--- src/sv/ipv_pkg.sv ---
// Shared types, constants and the divide-by-100 helper of the PID velocity block.
`default_nettype none

package ipv_pkg;

  localparam int CFG_INDEX_W = 3;
  localparam int CFG_DATA_W  = 16;

  typedef enum logic [CFG_INDEX_W-1:0] {
    REG_PROP_GAIN      = 3'd0,
    REG_INT_GAIN       = 3'd1,
    REG_DERIV_GAIN     = 3'd2,
    REG_INTEGRAL_LIMIT = 3'd3,
    REG_OUTPUT_LIMIT   = 3'd4
  } reg_index_t;

  typedef struct packed {
    logic signed [15:0] prop_gain;
    logic signed [15:0] int_gain;
    logic signed [15:0] deriv_gain;
    logic        [14:0] integral_limit;
    logic        [14:0] output_limit;
  } cfg_t;

  localparam logic signed [15:0] PROP_GAIN_RST      = 16'sd600;
  localparam logic signed [15:0] INT_GAIN_RST       = 16'sd0;
  localparam logic signed [15:0] DERIV_GAIN_RST     = 16'sd400;
  localparam logic        [14:0] INTEGRAL_LIMIT_RST = 15'd1000;
  localparam logic        [14:0] OUTPUT_LIMIT_RST   = 15'd2000;

  // Bias that makes the gain sum non-negative: 100 * 2**27.
  localparam logic [34:0] DIV_OFFSET = 35'd13421772800;
  // Quotient of the bias, removed after the division.
  localparam logic [29:0] QUO_BIAS   = 30'd134217728;
  // Split point of the biased sum into high and low digits.
  localparam int          DIV_SPLIT  = 18;
  // ceil(2**32 / 100); exact floor quotient for any input below 2**30.
  localparam logic [25:0] DIV100_RECIP = 26'd42949673;
  localparam logic [24:0] DIVISOR      = 25'd100;

  typedef struct packed {
    logic [18:0] quo;
    logic [6:0]  rem;
  } div100_t;

  // Floor quotient and remainder of a 25-bit value by 100.
  function automatic div100_t div100(input logic [24:0] x);
    logic [50:0] prod;
    logic [18:0] q;
    logic [24:0] r;
    div100_t     res;
    prod = 51'(x) * 51'(DIV100_RECIP);
    q    = prod[50:32];
    r    = x - 25'(q) * DIVISOR;
    if (r >= DIVISOR) begin
      q = q + 19'd1;
      r = r - DIVISOR;
    end
    res.quo = q;
    res.rem = r[6:0];
    return res;
  endfunction

endpackage

`default_nettype wire

--- src/sv/ipv_regs.sv ---
// Configuration register file of the PID velocity block.
`default_nettype none

module ipv_regs (
  input  wire logic                               clk,
  input  wire logic                               rst,
  input  wire logic                               wr_en,
  input  wire logic [ipv_pkg::CFG_INDEX_W-1:0]    wr_index,
  input  wire logic [ipv_pkg::CFG_DATA_W-1:0]     wr_data,
  output      ipv_pkg::cfg_t                      cfg
);

  always_ff @(posedge clk) begin
    if (rst) begin
      cfg.prop_gain      <= ipv_pkg::PROP_GAIN_RST;
      cfg.int_gain       <= ipv_pkg::INT_GAIN_RST;
      cfg.deriv_gain     <= ipv_pkg::DERIV_GAIN_RST;
      cfg.integral_limit <= ipv_pkg::INTEGRAL_LIMIT_RST;
      cfg.output_limit   <= ipv_pkg::OUTPUT_LIMIT_RST;
    end else if (wr_en) begin
      case (ipv_pkg::reg_index_t'(wr_index))
        ipv_pkg::REG_PROP_GAIN:      cfg.prop_gain      <= wr_data;
        ipv_pkg::REG_INT_GAIN:       cfg.int_gain       <= wr_data;
        ipv_pkg::REG_DERIV_GAIN:     cfg.deriv_gain     <= wr_data;
        ipv_pkg::REG_INTEGRAL_LIMIT: cfg.integral_limit <= wr_data[14:0];
        ipv_pkg::REG_OUTPUT_LIMIT:   cfg.output_limit   <= wr_data[14:0];
        default: begin
          // drop writes to unused indexes
        end
      endcase
    end
  end

endmodule

`default_nettype wire

--- config.mk ---
export PLATFORM = sky130hd
export DESIGN_NAME = ipv_regs
export DESIGN_NICKNAME = d
export VERILOG_FILES = /design/src/sv/ipv_pkg.sv /design/src/sv/ipv_regs.sv
export SDC_FILE = /design/constraint.sdc
export NUM_CORES = 1
export LEC_CHECK = 0
export BUFFER_PORTS_ARGS = -buffer_cell sky130_fd_sc_hd__clkbuf_2
export CORE_MARGIN = 5
export CORE_UTILIZATION = 35
export CTS_CLUSTER_SIZE = 20
export DETAILED_ROUTE_END_ITERATION = 8
export SLEW_MARGIN = 15
export SYNTH_ARGS = -nofsm -noshare
export SYNTH_HDL_FRONTEND = slang
export SYNTH_SLANG_ARGS = --single-unit
--- constraint.sdc ---
create_clock -name clk -period 1.6 [get_ports clk]
set_clock_uncertainty 0.2 [all_clocks]
set_input_delay 0.08 -clock clk [delete_from_list [all_inputs] [get_ports clk]]
set_output_delay 0.08 -clock clk [all_outputs]
set_load 0.05 [all_outputs]
==> reports/metrics.yaml <==
outcome:
  status: "complete, no violations"
worst_setup_path:
  worstPathMaxFanout: 2
  startpoint_type: "register"
  cp_cell_sequence: "clkbuf_2"
  path_class: "reg -> out"
  crit_buf_inv: 1
  crit_family: "flip-flops"
  slowest_stage: "dfxtp_1"
  arrival_ps: 990
  max_stage_delay_ps: 360
  endpoint_kind: "primary output"
  required_ps: 1320
route:
  wl_per_cell_um: 15.0
  drt_iter0_drc: 64
  ant_nets: 0
  viasPerCell: 4.57
  vias: 2347
  firstDrtPassIters: 4
  drc_errors: 0
  drt_wl_total_um: 7720
finish:
  drive_above_1_share_pct: 31.0
  syn_to_final_growth_pct: 32.6
  reg_top3: "cfg (78)"
  final_area_sq_mm: 0.00411
  fin_nets: 423
  fill_cells: 841
  postLayoutCoreUtil_pct: 47.4
  ff_latch_area_sq_mm: 0.00156
  num_antenna_cells: 0
  largest_register_ffs: 78
  multi_input_area_sq_mm: 0.00145
  max_flop_register: "cfg"
  stdcell_count: 514
floorplan:
  die_h_um: 104
  io-pin-count: 100
  start_util_pct: 35.7
  die_w_um: 104
  core_sq_mm: 0.00868
  fp.dieArea_sq_mm: 0.0108
  rows: 34
timing:
  grt_setup_unrepaired: "false"
  drv_slew: 0
  setup_slack_ps: 334
  slew_headroom_pct: 78.3
  fmax_ghz: 0.790
  tightest_slew_ps: 324
  tns_ps: 0
  period_needed_ps: 1270
  setup_viol: 0
  period_share_pct: 79.1
  hold_viol_final: 0
power:
  power_frac_seq_pct: 50.6
  p_leak_nw: 2.08
  switching_share_pct: 25.4
  p_int_mw: 2.96
  power_density_mw_per_mm2: 964
  pwr-share-comb_pct: 11.8
  clockPowerShare_pct: 37.6
  p_switching_mw: 1.01
  vdd_drop_max_mv: 0.492
clocking:
  cts_tree: "built"
  cts.clk_slew.worst_paths_ps: 80
  cts-hold-fix-buffers: 16
  clk_path_buf_depth: 2
  cts_sinks: 78
  post-cts-setup-buffers: 0
  cts_buffers: 9
  cts_htree_levels: 3
  clkLatencyLatePin_ps: 330
  clock-root-buffer: "clkbuf_8"
  ctsResizeCount: 0
placed_design:
  port_buffers: 99
  dp_hpwl_um: 5480
  place_congestion: 0.741
  placed_area_sq_mm: 0.00375
  dp_slack_ps: 159
  dp_cells: 482
yosys:
  synthSimpleGateAreaFrac_pct: 21.5
  synth-adder-area-share_pct: 0
  synth_ff_type: "dfxtp_1"
  synth_top_family_by_area: "multiplexers"
  yosysTopAreaCellShare_pct: 50.3
  seq_area_frac_synth_pct: 50.3
  synth-compound-area-share_pct: 0
  syn_inst: 284
  syn-cell-area_sq_mm: 0.00310
  synth_area_leaders: "dfxtp_1, mux2i_1, nand2b_1, nor2_1, clkbuf_1"
  synthArstFlopShare_pct: 0
  synth.top_cells.by_count: "dfxtp_1, mux2i_1, nand2b_1, nor2_1, clkbuf_1"
  synth_mux_area_share_pct: 25.2
  syn-num-nets: 306
  avgSynthCellArea_sq_um: 10.9
  synth_warnings: 0
  synth-xor-area-share_pct: 0
  synth_cell_types: 13
  ys_ff_latch: 78
  yosys.area.top_type: "dfxtp_1"
  synth_edf_count: 0
grt:
  grt_pass1_wl_um: 12900
  grt_overflow: 0
  track_usage_pct: 14.6
  grt_pass1_vias: 2473
  antenna_found_initial: 0
  grt_max_degree: 46
flow_run:
  drv_cap: 0
hold_path:
  min_path_type: "in -> reg"
-- final timing paths --
check,startpoint,endpoint,slack [ps],cells past startpoint
worst max-delay path,cfg[19],cfg[19],330,1
worst min-delay path,rst,cfg[65],70,4
worst max register to register,cfg[68],cfg[68],750,2
worst min register to register,cfg[56],cfg[56],280,2
-- layout make-up --
class,count,area share (%)
flip-flops and latches,78,38.0
multi-input cells,187,35.2
repair buffers,125,18.7
clock buffers,13,3.86
well taps,108,3.29
clock inverters,3,1.03
-- kinds of logic (layout without fill, tap and decap cells) --
family / Yosys count / after routing
DFF: 78 / 78
and+or+nand+nor: 109 / 109
buffers and inverters: 19 / 141
muxes: 78 / 78
-- metrics by stage --
step / hold WS, ps / power, mW
final: 69.9 / 3.97
after global routing: 69.9 / 4.15
after CTS: 42.1 / 4.01
after detailed placement: 170 / 2.50
after global placement: 175 / 2.49
after floorplan: 41.2 / 2.36
-- layer usage --
metal,GRT usage [%],up-vias,share of wire [%],routed length [um]
met5,0,-,0,0
li1,-,1173,-,-
met4,5.27,0,0.63,49
met1,18.4,1111,45,3510
met3,4.22,2,6.5,499
met2,23.5,61,47,3660
-- power groups by stage --
stage	clock network, mW	registers [mW]	logic [mW]
after floorplan	0	2.20	0.161
after global placement	0	2.05	0.440
after detailed placement	0	2.05	0.445
after CTS	1.53	2.01	0.476
after global routing	1.63	2.01	0.503
final	1.49	2.01	0.470
-- cell usage in the layout (no fill, tap or decap), types with 2 or more instances in the layout --
cell,count
buf_12,3
buf_4,7
clkbuf_1,2
clkbuf_2,99
clkbuf_8,11
dfxtp_1,78
dlygate4sd3_1,16
mux2i_1,78
nand2b_1,75
nand4bb_1,3
nor2_1,27
-- worst register-to-register path: cells and delay by family, from the launching register on --
| family | cells | cell delay [ps] |
|---|---|---|
| mux | 1 | 90 |
| simple gates | 1 | 120 |
| flops | 1 | 330 |
Power figures use the tool's default switching activity.
